$ cat src/hdl/ppi_pkg.sv
// ----------------------------------------------------------------------------
// ppi_pkg
// Shared types and constants of the pixel pair interpolator: payload structs
// for both channels and the command bundle from controller to datapath.
// ----------------------------------------------------------------------------
package ppi_pkg;

   localparam int CH_W     = 8;   // bits per color channel
   localparam int NUM_CH   = 3;   // blue, green, red
   localparam int FACTOR_W = 5;   // zoom factor register width

   localparam logic [FACTOR_W-1:0] FACTOR_RESET = 5'd2;

   typedef struct packed {
      logic [CH_W-1:0] first_blue;
      logic [CH_W-1:0] first_green;
      logic [CH_W-1:0] first_red;
      logic [CH_W-1:0] second_blue;
      logic [CH_W-1:0] second_green;
      logic [CH_W-1:0] second_red;
   } req_type;

   typedef struct packed {
      logic [CH_W-1:0] out_blue;
      logic [CH_W-1:0] out_green;
      logic [CH_W-1:0] out_red;
      logic            last;
   } rsp_type;

   typedef struct packed {
      logic                load;     // capture pixel pair, seed dividers
      logic                iterate;  // one restoring division step
      logic                emit;     // produce one in-between pixel
      logic                last;     // pixel being emitted closes the pair
      logic [FACTOR_W-1:0] divisor;
   } cmd_type;

endpackage

$ cat src/hdl/pixel_pair_interpolator.sv
// ----------------------------------------------------------------------------
// pixel_pair_interpolator
// Emits the zoom_factor-1 linearly interpolated BGR pixels between two
// neighboring pixels, ordered from the first toward the second.
// ----------------------------------------------------------------------------
// A pair is taken when start is high and busy is low. Busy then stays high
// through the per-channel division (one quotient bit per cycle, all three
// channels in parallel) and while the in-between pixels are emitted, one per
// cycle, so a new pair is taken only once the last one has been emitted. Each
// pixel shows on rsp_data with rsp_strobe, registered from the step that
// emits it; the first follows division, the rest follow on consecutive
// cycles, the final one flagged by last. Each strobe lasts one cycle and
// cannot be held off, so the receiver must take every item as it comes.
// A factor of 0 or 1 produces no items. Factors above MAX_FACTOR act as
// MAX_FACTOR. Write zoom_factor on the csr port only while the block is idle.
// ----------------------------------------------------------------------------
module pixel_pair_interpolator
   import ppi_pkg::*;
#(
   parameter int MAX_FACTOR = 16
)
(
   input  logic                clock,
   input  logic                reset,
   input  logic                start,
   output logic                busy,
   input  req_type             req_data,
   output logic                rsp_strobe,
   output rsp_type             rsp_data,
   input  logic                csr_valid,
   output logic                csr_ready,
   input  logic [FACTOR_W-1:0] csr_data
);

   localparam int FACTOR_MAX = (1 << FACTOR_W) - 1;
   localparam int KMAX       = (MAX_FACTOR < FACTOR_MAX) ? MAX_FACTOR : FACTOR_MAX;
   localparam int POS_W      = $clog2(KMAX);

   cmd_type          cmd;
   logic [POS_W-1:0] pos_up;
   logic [POS_W-1:0] pos_down;

   ppi_controller #(
      .MAX_FACTOR (MAX_FACTOR),
      .POS_W      (POS_W)
   ) u_ctrl (
      .clock     (clock),
      .reset     (reset),
      .start     (start),
      .busy      (busy),
      .csr_valid (csr_valid),
      .csr_ready (csr_ready),
      .csr_data  (csr_data),
      .cmd       (cmd),
      .pos_up    (pos_up),
      .pos_down  (pos_down)
   );

   ppi_datapath #(
      .POS_W (POS_W)
   ) u_dp (
      .clock      (clock),
      .reset      (reset),
      .cmd        (cmd),
      .pos_up     (pos_up),
      .pos_down   (pos_down),
      .req_data   (req_data),
      .rsp_data   (rsp_data),
      .rsp_strobe (rsp_strobe)
   );

endmodule

$ cat src/hdl/ppi_div_lane.sv
// ----------------------------------------------------------------------------
// ppi_div_lane
// Restoring divider for one color channel: one quotient bit per iterate
// strobe, CH_W strobes for a full quotient.
// ----------------------------------------------------------------------------
module ppi_div_lane
   import ppi_pkg::*;
(
   input  logic                clock,
   input  logic                load,
   input  logic                iterate,
   input  logic [CH_W-1:0]     dividend,
   input  logic [FACTOR_W-1:0] divisor,
   output logic [CH_W-1:0]     quotient
);

   logic [CH_W-1:0]     quo_ff, quo_in;
   logic [FACTOR_W-1:0] rem_ff, rem_in;
   logic [FACTOR_W:0]   trial;
   logic [FACTOR_W:0]   trial_sub;
   logic                fits;

   always_comb begin
      trial     = {rem_ff, quo_ff[CH_W-1]};
      trial_sub = trial - {1'b0, divisor};
      fits      = (trial >= {1'b0, divisor});
      // restore when the divisor does not fit
      rem_in    = fits ? trial_sub[FACTOR_W-1:0] : trial[FACTOR_W-1:0];
      quo_in    = {quo_ff[CH_W-2:0], fits};
   end

   always_ff @(posedge clock) begin
      if (load) begin
         quo_ff <= dividend;
         rem_ff <= '0;
      end else if (iterate) begin
         quo_ff <= quo_in;
         rem_ff <= rem_in;
      end
   end

   assign quotient = quo_ff;

endmodule

$ cat src/hdl/ppi_datapath.sv
// ----------------------------------------------------------------------------
// ppi_datapath
// Per-channel base, direction and step registers, three division lanes and
// the output register that forms each in-between pixel as base + pos*step.
// ----------------------------------------------------------------------------
module ppi_datapath
   import ppi_pkg::*;
#(
   parameter int POS_W = 4
)
(
   input  logic             clock,
   input  logic             reset,
   input  cmd_type          cmd,
   input  logic [POS_W-1:0] pos_up,
   input  logic [POS_W-1:0] pos_down,
   input  req_type          req_data,
   output rsp_type          rsp_data,
   output logic             rsp_strobe
);

   logic [CH_W-1:0] first_ch  [NUM_CH];
   logic [CH_W-1:0] second_ch [NUM_CH];
   logic [CH_W-1:0] value     [NUM_CH];

   rsp_type rsp_ff, rsp_in;
   logic    strobe_ff;

   assign first_ch[0]  = req_data.first_blue;
   assign first_ch[1]  = req_data.first_green;
   assign first_ch[2]  = req_data.first_red;
   assign second_ch[0] = req_data.second_blue;
   assign second_ch[1] = req_data.second_green;
   assign second_ch[2] = req_data.second_red;

   for (genvar c = 0; c < NUM_CH; c++) begin : g_lane
      logic                  first_gt;
      logic [CH_W-1:0]       diff;
      logic [CH_W-1:0]       base_ff;
      logic                  desc_ff;
      logic [CH_W-1:0]       step;
      logic [POS_W-1:0]      pos_sel;
      logic [POS_W+CH_W-1:0] prod;

      assign first_gt = (first_ch[c] > second_ch[c]);
      assign diff     = first_gt ? (first_ch[c] - second_ch[c])
                                 : (second_ch[c] - first_ch[c]);

      always_ff @(posedge clock) begin
         if (cmd.load) begin
            base_ff <= first_gt ? second_ch[c] : first_ch[c];
            desc_ff <= first_gt;
         end
      end

      ppi_div_lane u_div (
         .clock    (clock),
         .load     (cmd.load),
         .iterate  (cmd.iterate),
         .dividend (diff),
         .divisor  (cmd.divisor),
         .quotient (step)
      );

      // descending channels walk down from the far end
      assign pos_sel  = desc_ff ? pos_down : pos_up;
      assign prod     = pos_sel * step;
      assign value[c] = base_ff + prod[CH_W-1:0];
   end

   always_comb begin
      rsp_in.out_blue  = value[0];
      rsp_in.out_green = value[1];
      rsp_in.out_red   = value[2];
      rsp_in.last      = cmd.last;
   end

   always_ff @(posedge clock) begin
      if (cmd.emit) begin
         rsp_ff <= rsp_in;
      end
   end

   always_ff @(posedge clock) begin
      if (reset) begin
         strobe_ff <= 1'b0;
      end else begin
         strobe_ff <= cmd.emit;
      end
   end

   assign rsp_data   = rsp_ff;
   assign rsp_strobe = strobe_ff;

endmodule

$ cat src/hdl/ppi_controller.sv
// ----------------------------------------------------------------------------
// ppi_controller
// Zoom factor register and the sequencer: capture a pair, run the division
// steps, then count out the in-between pixels.
// ----------------------------------------------------------------------------
module ppi_controller
   import ppi_pkg::*;
#(
   parameter int MAX_FACTOR = 16,
   parameter int POS_W      = 4
)
(
   input  logic                clock,
   input  logic                reset,
   input  logic                start,
   output logic                busy,
   input  logic                csr_valid,
   output logic                csr_ready,
   input  logic [FACTOR_W-1:0] csr_data,
   output cmd_type             cmd,
   output logic [POS_W-1:0]    pos_up,
   output logic [POS_W-1:0]    pos_down
);

   localparam int FACTOR_MAX = (1 << FACTOR_W) - 1;
   localparam int KMAX       = (MAX_FACTOR < FACTOR_MAX) ? MAX_FACTOR : FACTOR_MAX;
   localparam int IW         = $clog2(CH_W);
   localparam logic [IW-1:0]       ITER_LAST = IW'(CH_W - 1);
   localparam logic [FACTOR_W-1:0] K_LIMIT   = FACTOR_W'(KMAX);

   typedef enum logic [2:0] {
      ST_IDLE   = 3'b001,
      ST_DIVIDE = 3'b010,
      ST_EMIT   = 3'b100
   } state_type;

   state_type           state_ff, state_in;
   logic [FACTOR_W-1:0] factor_ff;
   logic [IW-1:0]       iter_ff, iter_in;
   logic [FACTOR_W-1:0] div_ff, div_in;
   logic [POS_W-1:0]    up_ff, up_in;
   logic [POS_W-1:0]    down_ff, down_in;
   logic [FACTOR_W-1:0] k_clamped;
   logic [FACTOR_W-1:0] div_sel;
   logic [POS_W-1:0]    count_sel;

   assign csr_ready = 1'b1;

   always_ff @(posedge clock) begin
      if (reset) begin
         factor_ff <= FACTOR_RESET;
      end else if (csr_valid && csr_ready) begin
         factor_ff <= csr_data;
      end
   end

   always_comb begin
      k_clamped = (factor_ff > K_LIMIT) ? K_LIMIT : factor_ff;
      // a factor of zero divides by one and emits nothing
      div_sel   = (k_clamped == '0) ? FACTOR_W'(1) : k_clamped;
      count_sel = (k_clamped > FACTOR_W'(1)) ? POS_W'(k_clamped - FACTOR_W'(1)) : '0;
   end

   always_comb begin
      state_in    = state_ff;
      iter_in     = iter_ff;
      div_in      = div_ff;
      up_in       = up_ff;
      down_in     = down_ff;
      cmd.load    = 1'b0;
      cmd.iterate = 1'b0;
      cmd.emit    = 1'b0;
      cmd.last    = 1'b0;
      cmd.divisor = div_ff;
      unique case (state_ff)
         ST_IDLE: begin
            if (start) begin
               cmd.load = 1'b1;
               state_in = ST_DIVIDE;
               iter_in  = '0;
               div_in   = div_sel;
               up_in    = POS_W'(1);
               down_in  = count_sel;
            end
         end
         ST_DIVIDE: begin
            cmd.iterate = 1'b1;
            iter_in     = iter_ff + IW'(1);
            if (iter_ff == ITER_LAST) begin
               state_in = (down_ff == '0) ? ST_IDLE : ST_EMIT;
            end
         end
         ST_EMIT: begin
            cmd.emit = 1'b1;
            cmd.last = (down_ff == POS_W'(1));
            up_in    = up_ff + POS_W'(1);
            down_in  = down_ff - POS_W'(1);
            if (cmd.last) begin
               state_in = ST_IDLE;
            end
         end
         default: begin
            state_in = ST_IDLE;
         end
      endcase
   end

   always_ff @(posedge clock) begin
      if (reset) begin
         state_ff <= ST_IDLE;
         iter_ff  <= '0;
         div_ff   <= FACTOR_W'(1);
         up_ff    <= '0;
         down_ff  <= '0;
      end else begin
         state_ff <= state_in;
         iter_ff  <= iter_in;
         div_ff   <= div_in;
         up_ff    <= up_in;
         down_ff  <= down_in;
      end
   end

   assign busy     = (state_ff != ST_IDLE);
   assign pos_up   = up_ff;
   assign pos_down = down_ff;

endmodule

$ cat config.mk
export PLATFORM = sky130hd
export DESIGN_NAME = pixel_pair_interpolator
export DESIGN_NICKNAME = d
export VERILOG_FILES = /design/src/hdl/ppi_pkg.sv /design/src/hdl/pixel_pair_interpolator.sv /design/src/hdl/ppi_div_lane.sv /design/src/hdl/ppi_datapath.sv /design/src/hdl/ppi_controller.sv
export SDC_FILE = /design/constraint.sdc
export NUM_CORES = 1
export LEC_CHECK = 0
export BUFFER_PORTS_ARGS = -buffer_cell sky130_fd_sc_hd__buf_2
export CAP_MARGIN = 15
export CORE_MARGIN = 8
export CORE_UTILIZATION = 50
export DETAILED_ROUTE_END_ITERATION = 10
export PLACE_DENSITY_LB_ADDON = 0.15
export SLEW_MARGIN = 20
export SYNTH_ARGS = -nofsm -noshare
export SYNTH_HDL_FRONTEND = slang
export SYNTH_SLANG_ARGS = --single-unit
$ cat constraint.sdc
create_clock -name clock -period 8.7 [get_ports clock]
set_input_delay 0.87 -clock clock [delete_from_list [all_inputs] [get_ports clock]]
set_output_delay 0.87 -clock clock [all_outputs]
set_load 0.005 [all_outputs]
## Yosys cells after proc, flatten, opt, wreduce, memory -nomap -nowiden

Index checks and enable logic that the tools add are counted.

- Register bits after elaboration: 116
- Input bits: 57
- Output and inout bits: 28
- Logic and storage cells: 104

- Add/sub/neg operators: 16
- $mul: 3
- $lt $le $gt $ge: 8
- Equality and inequality tests: 9
- Multiplexer cells: 36
- Reductions and logical operators: 9

Operator list:

| cell | number |
|---|---|
| $mux 8 | 12 |
| $sub 8x8->8 | 6 |
| $mux 5 | 5 |
| $add 8x8->8 | 3 |
| $gt 8x8->1 | 3 |
| $mul 4x8->8 | 3 |
| $mux 4 | 6 |
| $ge 6x5->1 | 3 |
| $pmux 4 s2 | 2 |
| $mux 3 | 5 |
| $sub 5x5->5 | 3 |
| $pmux 3 s3 | 1 |
| $sub 4x1->4 const B | 2 |
| $eq 3x3->1 const B | 2 |
| $pmux 3 s2 | 1 |
| $reduce_and 2->1 | 3 |
| $reduce_bool 2->1 | 3 |
| $gt 5x1->1 const B | 1 |
| $gt 5x5->1 const B | 1 |
| $logic_not 5->1 | 1 |
| $add 4x1->4 const B | 1 |
| $eq 4x1->1 const B | 1 |
| $logic_not 4->1 | 1 |
| $ne 2x1->1 const B | 2 |
| 8 further kinds | 10 |

## Longest topological paths before layout

Gate-level depths: netlist (run 1).

- Depth after elaboration: 6
- Gate-level depth with buffers: 15

## Hierarchy

Synthesis (run 1) repeated with hierarchy kept, for this count alone.

- Cell total of the unflattened synthesis: 1054
- Area total of the unflattened synthesis: 10048.4 um2

By module, submodules not included:

| module | times used | cells each | area each (um2) | seq. area each (um2) |
|---|---|---|---|---|
| ppi_datapath | 1 | 690 | 6452.4 | 1581.5 |
| ppi_div_lane | 3 | 75 | 803.3 | 340.3 |
| ppi_controller | 1 | 139 | 1186.1 | 480.5 |

## Worst setup path before layout (run 1)

OpenSTA, ideal clock, no wires.

- Path type: register -> register
- From: reg u_dp.g_lane[1].desc_ff
- To: reg u_dp.rsp_ff, in the netlist u_dp.rsp_data[16] (data pin)
- Setup time: 0.260 ns
- Data arrival time: 3.399 ns
- Required time: 8.440 ns
- Path slack: 5.041 ns
- Cell stages (with the launch flop): 15
- Path buffers: 0
- Clock period less this slack: 3.659 ns
- Cell sequence: edfxtp_1 > mux2_2 > and2_1 > fa_1 > fa_1 > inv_1 > fa_1 > inv_1 > ha_1 > inv_1 > nor2_1 > nor2_1 > o21bai_1 > a21oi_1 > xnor2_1

RTL lines:

| element | RTL line | RTL |
|---|---|---|
| start: declaration | ppi_datapath.sv:40 | `logic desc_ff;` |
| start signal: assignment | ppi_datapath.sv:52 | `desc_ff <= first_gt;` |
| end signal: assignment | ppi_datapath.sv:80 | `rsp_ff <= rsp_in;` |
| end: declaration | ppi_datapath.sv:26 | `rsp_type rsp_ff, rsp_in;` |

==> flow_summary_export.csv, run 1 <==
group,metric,value,unit
worst_setup_path,cpPeakStageDelay,0.57,ns
sta,setup_viol,0,
synthesis,synthAdderAreaFrac,24.0,%
worst_setup_path,critPathTopFamily,"adder cells",
floorplan,die_x,154,um
placement,io_buffers,83,
grt,grt_pass1_wl,33.1,mm
clock_tree,cts_num_sinks,116,
worst_setup_path,required,8.86,ns
synthesis,synth_fp_nets,1222,
sta,maxSlewViolCount,0,
synthesis,muxShareOfSynthArea,5.64,%
synthesis,yosys.area_share.simple,13.5,%
clock_tree,holdBufCountCts,0,
worst_setup_path,cp_num_buf_inv,3,
worst_setup_path,crit_path_start_kind,"flip-flop",
synthesis,synthFlopType,"edfxtp_1",
synthesis,synth_area,9530,um^2
sta,finalHoldViolCount,0,
drt,ant_nets,0,
clock_tree,clock_latency,0.41,ns
worst_setup_path,crit_fanout,5,
placement,gp_congestion,0.873,
worst_hold_path,min_from,"u_ctrl.div_ff[4]",
placement,dp_slack,4.86,ns
placement,dp.cells,1305,
clock_tree,clockBufferDepth,2,
clock_tree,cts_tree,"done",
finish,drive_gt1_share,13.3,%
worst_setup_path,endpoint_kind,"flip-flop",
floorplan,die_area,23700,um^2
clock_tree,numCtsBuffers,17,
placement,dp_hpwl,14.6,mm
synthesis,synth_area_leaders,"edfxtp_1 (24%), ha_1 (13%), fa_1 (11%)",
grt,antenna_found_initial,0,
sta,period_minus_slack,3.88,ns
synthesis,ys_warn_count,0,
drt,post_drt_via_cell_ratio,5.20,
run_status,status,"complete, no violations",
synthesis,synth_cell_types,56,
grt,grt_pass1_vias,6989,
sta,fin_setup_tns,0,ns
power,ir_drop,0.128,mV
drt,drt-pass1-iter-count,5,
clock_tree,clkTransAtPathRegs,0.05,ns
flow_run,maxCapViolations,0,
worst_setup_path,critPathArrivalTime,4.04,ns
drt,drt-total-wl,19.2,mm
floorplan,initial_core_util,51.0,%
sta,max-slew-margin-rel,28.7,%
finish,num-fill-cells,1663,
grt,grt_util_all_layers,16.9,%
floorplan,rows,50,
worst_hold_path,hp-class,"flip-flop to flip-flop",
synthesis,yosysSeqAreaShare,32.3,%
synthesis,async_flop_share,0,%
power,power_leakage,4.86,nW
sta,fmax,258,MHz
clock_tree,cts_setup_buffers,0,
synthesis,postSynthCellCount,1013,
synthesis,synth_top_area_cell,"edfxtp_1",
clock_tree,h-tree-depth,4,
worst_setup_path,slowest_stage,"fa_1",
drt,via_count,6941,
drt,drt_iter0_markers,322,
synthesis,synthXorXnorAreaFrac,5.79,%
synthesis,synth_edf_count,76,
worst_setup_path,crit_start,"u_dp.g_lane[1].desc_ff",
finish,syn_to_final_growth,12.4,%
sta,timing.final.ws_setup,4.82,ns
worst_setup_path,path_class,"flip-flop to flip-flop",
drt,drc,0,
grt,grt_start_max_net_pins,73,
sta,fin_crit_sh,44.6,%
sta,finClkSkew,0.00784,ns
power,power.density,305,nW/um^2
synthesis,synth_seq_cells,116,
floorplan,io_pins,85,
synthesis,yosys.area.top_type_share,23.9,%
floorplan,die_h,154,um
worst_setup_path,crit_path_cell_trace,"mux2_2 -> and2_1 -> fa_1 -> fa_1 -> inv_1 -> fa_1 -> inv_1 -> ha_1 -> inv_1 -> nor2_1 -> nor2_1 -> o21bai_1 -> a21oi_1 -> xnor2_1",
clock_tree,root_buffer,"clkbuf_16",
floorplan,core,18700,um^2
sta,tightest_slew,1.07,ns
worst_setup_path,r2r-start,"u_dp.g_lane[1].desc_ff",
synthesis,synth_top_family_by_area,"adder cells",
drt,wire_per_inst,14.3,um
clock_tree,cts_resized,0,
synthesis,syn_area_per_cell,9.41,um^2
grt,grt_overflow_total,0,
synthesis,synth_compound_area_share,11.6,%
finish,nNetsFinal,1299,
finish,antenna_cells,0,
sta,rsz0062_at_grt,"no",
finish,stdcell_count,1336,
state kept, by name, indices dropped and copies added (netlist names), 3 cells and up:
name                        count
u_ctrl.div_ff                   5
u_ctrl.state_ff                 3
u_dp.g_lane.desc_ff             3
u_dp.g_lane.base_ff            24
u_dp.g_lane.u_div.rem_ff       15
u_ctrl.pos_down                 4
u_ctrl.pos_up                   4
u_dp.g_lane.u_div.quotient     24
u_ctrl.factor_ff                5
u_dp.rsp_data                  25
u_ctrl.iter_ff                  3
metal layers:
metal | vias to the layer above | global-route usage (%) | wire length [um]
li1 | 3548 | - | -
met2 | 122 | 28.8 | 9230
met3 | 17 | 3.36 | 707
met1 | 3254 | 21.3 | 9010
met4 | 0 | 4.67 | 223
met5 | - | 0 | 0
report_power, final:
group          internal (mW)  leakage [nW]  switching, mW
Sequential             0.856          1.03          0.141
Clock                  0.444         0.275          0.240
Combinational          0.696          3.55          0.888
worst reg2reg max path: stages (launching register included):
cell and delay [ns]:
edfxtp_1 0.42, mux2_2 0.40, and2_1 0.19, fa_1 0.51, fa_1 0.57, inv_1 0.06
fa_1 0.50, inv_1 0.04, ha_1 0.31, inv_1 0.09, nor2_1 0.05, nor2_1 0.16
o21bai_1 0.08, a21oi_1 0.18, xnor2_1 0.08
cells by family after synthesis:
family,count (synthesis)
adder cells (fa/ha/maj),152
XOR/XNOR,63
AND/OR/NAND/NOR,272
multiplexers,51
AO/OA/AOI/OAI,185
buffers and inverters,173
flip-flops,116
other,1
path summary, 6_finish.rpt:
check	endpoint	slack [ns]	depth (start not counted)
worst max-delay path	u_dp.rsp_data[16]	4.82	14
worst min-delay path	u_ctrl.div_ff[4]	0.46	2
worst max register to register	u_dp.rsp_data[16]	4.82	14
worst min register to register	u_ctrl.div_ff[4]	0.46	2
synth_stat cells (all sizes together), types with 11 or more instances:
library cell / instances
clkbuf: 18
o21ai: 77
a21o: 16
nand2b: 12
nand3: 25
mux2i: 29
ha: 101
a21oi: 52
dfxtp: 40
nand2: 113
xor2: 11
edfxtp: 76
buf: 11
fa: 51
nor2: 40
inv: 142
nor2b: 19
xnor2: 52
and2: 37
mux2: 22
metrics by stage:
stage / instance area (um^2) / util, % / total power [mW] / hold slack, ns
2_1_floorplan: 9530 / - / 2.21 / 0.432
3_3_place_gp: 10100 / 54.2 / 2.57 / 0.443
4_1_cts: 10700 / 57.3 / 3.30 / 0.456
3_5_place_dp: 10100 / 54.2 / 2.59 / 0.449
5_1_grt: 10700 / 57.3 / 3.56 / 0.481
6_report: 10700 / 57.3 / 3.26 / 0.460
layout make-up:
| class | instances | area [um^2] | share of cell area, % |
|---|---|---|---|
| Clock buffer | 20 | 437 | 4.07 |
| Clock inverter | 11 | 136 | 1.27 |
| Inverter | 144 | 541 | 5.04 |
| Multi-Input combinational cell | 724 | 5780 | 54.0 |
| Sequential cell | 116 | 3080 | 28.8 |
| Tap cell | 234 | 293 | 2.73 |
| Timing Repair Buffer | 87 | 445 | 4.16 |
cell usage in the layout (no fill, tap or decap), types with 4 or more instances in the layout:
| master | count |
|---|---|
| a21o_1 | 16 |
| a21oi_1 | 52 |
| a221oi_1 | 5 |
| and2_1 | 37 |
| buf_2 | 83 |
| buf_4 | 4 |
| clkbuf_16 | 17 |
| clkinv_1 | 4 |
| dfxtp_1 | 40 |
| edfxtp_1 | 76 |
| fa_1 | 51 |
| ha_1 | 101 |
| inv_1 | 141 |
| mux2_2 | 22 |
| mux2i_1 | 29 |
| nand2_1 | 111 |
| nand2b_1 | 12 |
| nand3_1 | 24 |
| nand4_1 | 5 |
| nor2_1 | 40 |
| nor2b_1 | 19 |
| nor3_1 | 9 |
| o21ai_0 | 71 |
| o21ai_1 | 5 |
| o21bai_1 | 7 |
| xnor2_1 | 52 |
| xor2_1 | 11 |
Power figures use the tool's default switching activity.
==> run 2: changes to the inputs <==
--- a/config.mk
+++ b/config.mk
@@ -5,6 +5,7 @@
 export SDC_FILE = /design/constraint.sdc
 export NUM_CORES = 1
 export LEC_CHECK = 0
+export ABC_AREA = 1
 export BUFFER_PORTS_ARGS = -buffer_cell sky130_fd_sc_hd__buf_2
 export CAP_MARGIN = 15
 export CORE_MARGIN = 8
==> constraint.sdc (replaced) <==
create_clock -name clock -period 3.3 [get_ports clock]
set_input_delay 0.33 -clock clock [delete_from_list [all_inputs] [get_ports clock]]
set_output_delay 0.33 -clock clock [all_outputs]
set_load 0.005 [all_outputs]
==> run 2 against run 1 <==
The flow now finishes with violations (negative setup slack). Largest cell class unchanged. Setup slack got worse by 5.1 ns. Combinational power increased by 96%. Sequential share of layout area fell by 4.2 points. Clock power up 140%. Highest routed layer unchanged. Global-route usage rose by 2.1 points.
==> flow_summary_export.csv, run 2 <==
group,metric,value,unit
drt,via_count,9071,
worst_setup_path,cpPeakStageDelay,0.53,ns
run_status,status,"finished with violations",
placement,io_buffers,83,
finish,largest_register_ffs,25,
placement,dp_slack,-0.337,ns
drt,ant_nets,0,
floorplan,initial_core_util,50.4,%
sta,finClkSkew,0.0105,ns
finish,nNetsFinal,1784,
placement,dp.cells,1823,
sta,max-slew-margin-rel,55.9,%
floorplan,io_pins,85,
synthesis,synth_area_leaders,"edfxtp_1 (22%), nand2_1 (16%), ha_1 (12%)",
synthesis,postSynthCellCount,1423,
drt,post_drt_via_cell_ratio,4.87,
clock_tree,cts_num_sinks,116,
sta,setup_viol,12,
sta,tightest_slew,0.660,ns
placement,placed_area,11800,um^2
run_status,violations,"negative setup slack",
drt,drt-pass1-iter-count,5,
worst_setup_path,critPathArrivalTime,3.77,ns
worst_setup_path,required,3.47,ns
grt,grt_util_all_layers,19.0,%
drt,drt-total-wl,24.4,mm
sta,rsz0062_at_grt,"yes",
synthesis,async_flop_share,0,%
synthesis,synth_seq_cells,116,
placement,gp_congestion,0.876,
grt,grt_pass1_wl,41.2,mm
synthesis,ys_warn_count,0,
synthesis,synth_top_area_cell,"edfxtp_1",
synthesis,yosysSeqAreaShare,29.4,%
sta,timing.final.ws_setup,-0.300,ns
sta,maxSlewViolCount,0,
sta,hold_slack,0.130,ns
synthesis,synth_edf_count,76,
worst_setup_path,path_class,"flip-flop to flip-flop",
synthesis,synth_fp_nets,1632,
drt,drc,0,
power,totalPowerFinal,6.70,mW
floorplan,die_area,25900,um^2
floorplan,rows,53,
finish,final_cell_mix,"nand2_1 (429), inv_1 (251), ha_1 (92)",
grt,antenna_found_initial,0,
finish,design_area,12600,um^2
synthesis,yosys.area.top_type_share,21.7,%
synthesis,synthMostInstantiatedCell,"nand2_1",
clock_tree,clkTransAtPathRegs,0.05,ns
worst_setup_path,crit_path_start_kind,"flip-flop",
synthesis,synth_area,10500,um^2
sta,finalHoldViolCount,0,
clock_tree,clockBufferDepth,2,
clock_tree,root_buffer,"clkbuf_16",
grt,grt_overflow_total,0,
worst_hold_path,hp-class,"input pin to flip-flop",
floorplan,die_x,161,um
flow_run,maxCapViolations,0,
floorplan,core,20800,um^2
synthesis,synth_cell_types,44,
clock_tree,h-tree-depth,4,
clock_tree,numCtsBuffers,17,
power,power.density,533,nW/um^2
sta,fmax,278,MHz
clock_tree,clock_latency,0.42,ns
worst_setup_path,crit_fanout,6,
grt,grt_start_max_net_pins,28,
drt,drt_iter0_markers,400,
clock_tree,cts_tree,"done",
worst_setup_path,critPathTopFamily,"adder cells",
grt,grt_pass1_vias,9126,
worst_setup_path,endpoint_kind,"flip-flop",
worst_setup_path,cp_num_buf_inv,2,
synthesis,synthFlopType,"edfxtp_1",
floorplan,die_h,161,um
clock_tree,holdBufCountCts,0,
finish,drive_gt1_share,18.2,%
sta,fin_crit_sh,109,%
placement,dp_hpwl,19.4,mm
finish,antenna_cells,0,
power,ir_drop,0.274,mV
synthesis,syn_area_per_cell,7.38,um^2
finish,stdcell_count,1863,
power,power_leakage,6.56,nW
worst_setup_path,slowest_stage,"fa_1",
synthesis,synth_commonest_cells,"nand2_1 (453), inv_1 (261), ha_1 (101), nor2_1 (91), nand3_1 (78)",
sta,period_minus_slack,3.60,ns
worst_setup_path,crit_path_cell_trace,"buf_6 -> o21ai_4 -> nand2_2 -> fa_1 -> fa_1 -> inv_1 -> fa_1 -> ha_4 -> a21o_1 -> nand3_1 -> nand3_1 -> nand3b_1 -> nand3_1 -> nand2_1",
finish,syn_to_final_growth,19.5,%
finish,final_common_cell,"nand2_1",
drt,wire_per_inst,13.1,um
run 2: cell types whose count changed after synthesis, moves of 22 or more:
| cell | change |
|---|---|
| and2_1 | -36 |
| inv_1 | +119 |
| mux2_2 | -22 |
| mux2i_1 | -29 |
| nand2_1 | +341 |
| nand3_1 | +54 |
| nor2_1 | +51 |
| xnor2_1 | -44 |
| xor2_1 | +34 |
run 2: per-stage QoR:
step                setup TNS [ns]  util [%]
floorplan                   -0.516         -
detailed placement           -2.15      56.7
CTS                          -1.68      59.8
global placement             -1.37      56.7
global route                 -3.45      60.3
finish                       -1.71      60.3
run 2: cell families after synthesis:
| group | synth area share (%) |
|---|---|
| xor+xnor | 4.57 |
| compound gates | 7.80 |
| other cells | 0.0357 |
| flops | 29.4 |
| simple gates | 25.2 |
| buf+inv | 11.3 |
| fa+ha+maj | 21.8 |
run 2: what timing repair did:
item,in CTS,in global routing
buffers inserted,7,1
pin swaps,28,10
setup endpoints to repair,12,14
resized for setup,32,26
run 2: area by class of cell:
cell class	instances	area, um^2
Inverter	268	1010
Timing Repair Buffer	163	1050
Fill cell	1963	8270
Tap cell	275	344
Sequential cell	116	3080
Clock inverter	6	33.8
Multi-Input combinational cell	1009	6560
Clock buffer	26	479
run 2: path summary, 6_finish.rpt:
kind | depth (start not counted) | end | startpoint | slack [ns]
setup / recovery | 14 | u_dp.rsp_data[8] | u_dp.g_lane[2].desc_ff | -0.30
hold / removal | 3 | u_ctrl.factor_ff[1] | csr_data[1] | 0.13
setup reg to reg | 14 | u_dp.rsp_data[8] | u_dp.g_lane[2].desc_ff | -0.30
hold reg to reg | 2 | u_dp.g_lane[0].u_div.rem_ff[4] | u_dp.g_lane[0].u_div.rem_ff[4] | 0.46
run 2: metal layers:
layer / part of all wire, % / global-route usage (%) / up-vias
met2: 50 / 34.0 / 141
met4: 1.6 / 5.56 / 0
met3: 2.8 / 2.89 / 33
met1: 45 / 23.1 / 4173
li1: - / - / 4724
met5: 0 / 0 / -
run 2: tightest hold or removal path: stages:
cell and delay, ns:
buf_2 0.07, nand2_1 0.05, nand3_1 0.06
run 2: power breakdown:
group | leakage, nW | internal [mW] | switching (mW) | total [mW]
Clock | 0.256 | 0.992 | 0.638 | 1.63
Combinational | 5.26 | 1.30 | 1.80 | 3.10
Sequential | 1.04 | 1.84 | 0.123 | 1.96
Total | 6.56 | 4.14 | 2.56 | 6.70
==> run 3: changes to the inputs <==
--- a/config.mk
+++ b/config.mk
@@ -10,6 +10,7 @@
 export CAP_MARGIN = 15
 export CORE_MARGIN = 8
 export CORE_UTILIZATION = 50
+export CTS_CLUSTER_SIZE = 24
 export DETAILED_ROUTE_END_ITERATION = 10
 export PLACE_DENSITY_LB_ADDON = 0.15
 export SLEW_MARGIN = 20
==> constraint.sdc (replaced) <==
create_clock -name clock -period 3.1 [get_ports clock]
set_input_delay 0.31 -clock clock [delete_from_list [all_inputs] [get_ports clock]]
set_output_delay 0.31 -clock clock [all_outputs]
set_load 0.005 [all_outputs]
==> run 3 against run 2 <==
The flow still finishes with violations (negative setup slack). Sequential power rose by 7%. Via count up 0.29%. Critical path depth up 1. Core utilization grew 1.2 points. Count of clock-buffer cells in the layout increased by 2. Combinational power grew 10%. Global-route usage decreased by 0.077 points. Die area unchanged. Total power rose by 9.0%. Critical path type unchanged. Largest cell class unchanged. Register-to-register slack got worse by 0.18 ns.
==> flow_summary_export.csv, run 3 (synthesis results as in run 2) <==
group,metric,value,unit
sta,timing.final.ws_setup,-0.476,ns
sta,tightest_slew,0.694,ns
worst_setup_path,required,3.27,ns
floorplan,die_x,161,um
floorplan,rows,53,
worst_hold_path,holdPathEnd,"u_ctrl.factor_ff[1]",
sta,setup_viol,15,
worst_setup_path,r2r-end,"u_dp.rsp_data[8]",
power,power_leakage,6.69,nW
floorplan,die_h,161,um
drt,via_count,9097,
power,pwr-share-comb,46.9,%
drt,drt-total-wl,23.9,mm
worst_setup_path,crit_fanout,7,
grt,grt_pass1_vias,8896,
power,swShare,37.4,%
finish,final_common_cell,"nand2_1",
clock_tree,cts_num_sinks,116,
finish,drive_gt1_share,19.5,%
sta,fin_crit_sh,115,%
worst_hold_path,min_from,"csr_data[1]",
worst_setup_path,path_class,"flip-flop to flip-flop",
worst_setup_path,endpoint_kind,"flip-flop",
clock_tree,clkTransAtPathRegs,0.05,ns
clock_tree,numCtsBuffers,17,
finish,antenna_cells,0,
clock_tree,clockBufferDepth,2,
floorplan,initial_core_util,50.4,%
flow_run,maxCapViolations,0,
drt,drc,0,
floorplan,core,20800,um^2
power,power.density,570,nW/um^2
grt,antenna_found_initial,0,
grt,grt_util_all_layers,18.9,%
sta,maxSlewViolCount,0,
finish,num-fill-cells,1868,
sta,max-slew-margin-rel,53.6,%
run_status,violations,"negative setup slack",
sta,fmax,280,MHz
placement,io_buffers,83,
sta,period_minus_slack,3.58,ns
finish,nNetsFinal,1803,
worst_setup_path,critPathArrivalTime,3.74,ns
placement,gp_congestion,0.897,
clock_tree,clock_latency,0.42,ns
sta,rsz0062_at_grt,"yes",
finish,largest_register_ffs,25,
placement,dp_slack,-0.498,ns
worst_setup_path,rr_worst_depth,15,
clock_tree,cts_tree,"done",
power,p_clk_share,24.5,%
power,switchingPower,2.73,mW
clock_tree,root_buffer,"clkbuf_16",
power,ir_drop,0.355,mV
worst_setup_path,crit_path_start_kind,"flip-flop",
power,p_int,4.57,mW
clock_tree,holdBufCountCts,0,
clock_tree,h-tree-depth,4,
worst_setup_path,rrSetupSlack,-0.48,ns
floorplan,io_pins,85,
worst_hold_path,hp-class,"input pin to flip-flop",
drt,post_drt_via_cell_ratio,4.83,
power,totalPowerFinal,7.30,mW
power,share_seq_of_total_power,28.7,%
floorplan,die_area,25900,um^2
grt,grt_start_max_net_pins,42,
worst_hold_path,hold_depth,3,
drt,drt_iter0_markers,467,
worst_setup_path,r2r-start,"u_dp.g_lane[2].desc_ff",
finish,syn_to_final_growth,22.0,%
sta,finalHoldViolCount,0,
run_status,status,"finished with violations",
drt,wire_per_inst,12.7,um
placement,dp_hpwl,19.1,mm
grt,grt_overflow_total,0,
drt,ant_nets,0,
sta,finClkSkew,0.00927,ns
grt,grt_pass1_wl,40.7,mm
drt,drt-pass1-iter-count,5,
finish,final_cell_mix,"nand2_1 (427), inv_1 (254), ha_1 (90)",
run 3: changes by cell type in the layout (fill, tap and decap cells not counted), moves of 2 or more:
cell      change
buf_4        +15
inv_2         -4
buf_6         +3
clkbuf_8      +3
inv_1         +3
clkinv_2      -2
ha_1          -2
ha_4          +2
nand2_1       -2
nor2_4        +2
run 3: how the worst max path moves through the flow:
stage,start,to,cells after the start
CTS,u_dp.g_lane[1].desc_ff,u_dp.rsp_data[15],13
finish,u_dp.g_lane[2].desc_ff,u_dp.rsp_data[8],15
floorplan,u_dp.g_lane[2].desc_ff,u_dp.rsp_data[8],13
global route,u_dp.g_lane[2].desc_ff,u_dp.rsp_data[8],16
detailed placement,u_dp.g_lane[1].desc_ff,u_dp.rsp_data[15],13
global placement,u_dp.g_lane[2].desc_ff,u_dp.rsp_data[8],15
run 3: timing repair:
| item | in CTS | in global routing |
|---|---|---|
| gates resized for setup | 29 | 36 |
| setup endpoints to repair | 15 | 15 |
| buffers inserted | 6 | 8 |
| pin swaps | 23 | 24 |
run 3: worst max-delay path, stage by stage, from the launching register on:
cell and delay [ns]:
edfxtp_1 0.37, buf_6 0.16, o21ai_4 0.19, buf_6 0.14
nand2_4 0.04, fa_1 0.49, fa_1 0.49, inv_1 0.05
fa_1 0.52, ha_4 0.21, a21o_1 0.20, nand3_2 0.07
nand3_2 0.08, nand3b_1 0.18, nand3_1 0.09, nand2_1 0.06
run 3: area by class of cell:
class	count	area (um^2)	share of cell area, %
Clock buffer	28	517	4.03
Inverter	268	1010	7.89
Tap cell	275	344	2.69
Sequential cell	116	3080	24.1
Multi-Input combinational cell	1009	6620	51.7
Clock inverter	4	23.8	0.186
Timing Repair Buffer	182	1210	9.46
run 3: stage by stage:
step | util [%] | std cells | setup TNS (ns) | hold WS (ns) | instance area, um^2
after floorplan | - | 1423 | -2.17 | 0.428 | 10700
after global placement | 57.3 | 1838 | -4.13 | 0.444 | 11900
after detailed placement | 57.3 | 1838 | -4.89 | 0.449 | 11900
after CTS | 60.6 | 1876 | -4.11 | 0.0975 | 12600
after global routing | 61.5 | 1882 | -6.54 | 0.125 | 12800
final | 61.5 | 1882 | -4.52 | 0.111 | 12800
run 3: power groups by stage:
stage / Clock, mW / Combinational, mW / Sequential, mW
2_1_floorplan: 0 / 2.29 / 2.09
3_3_place_gp: 0 / 3.14 / 2.11
3_5_place_dp: 0 / 3.21 / 2.11
4_1_cts: 1.83 / 3.31 / 2.09
5_1_grt: 1.89 / 3.91 / 2.11
6_report: 1.79 / 3.42 / 2.09
run 3: layer usage:
metal | track usage [%] | vias to the layer above | wire length (um)
met5 | 0 | - | 0
met4 | 6.57 | 0 | 471
met3 | 3.17 | 35 | 782
met2 | 32.1 | 150 | 11600
met1 | 23.9 | 4139 | 11000
li1 | - | 4773 | -
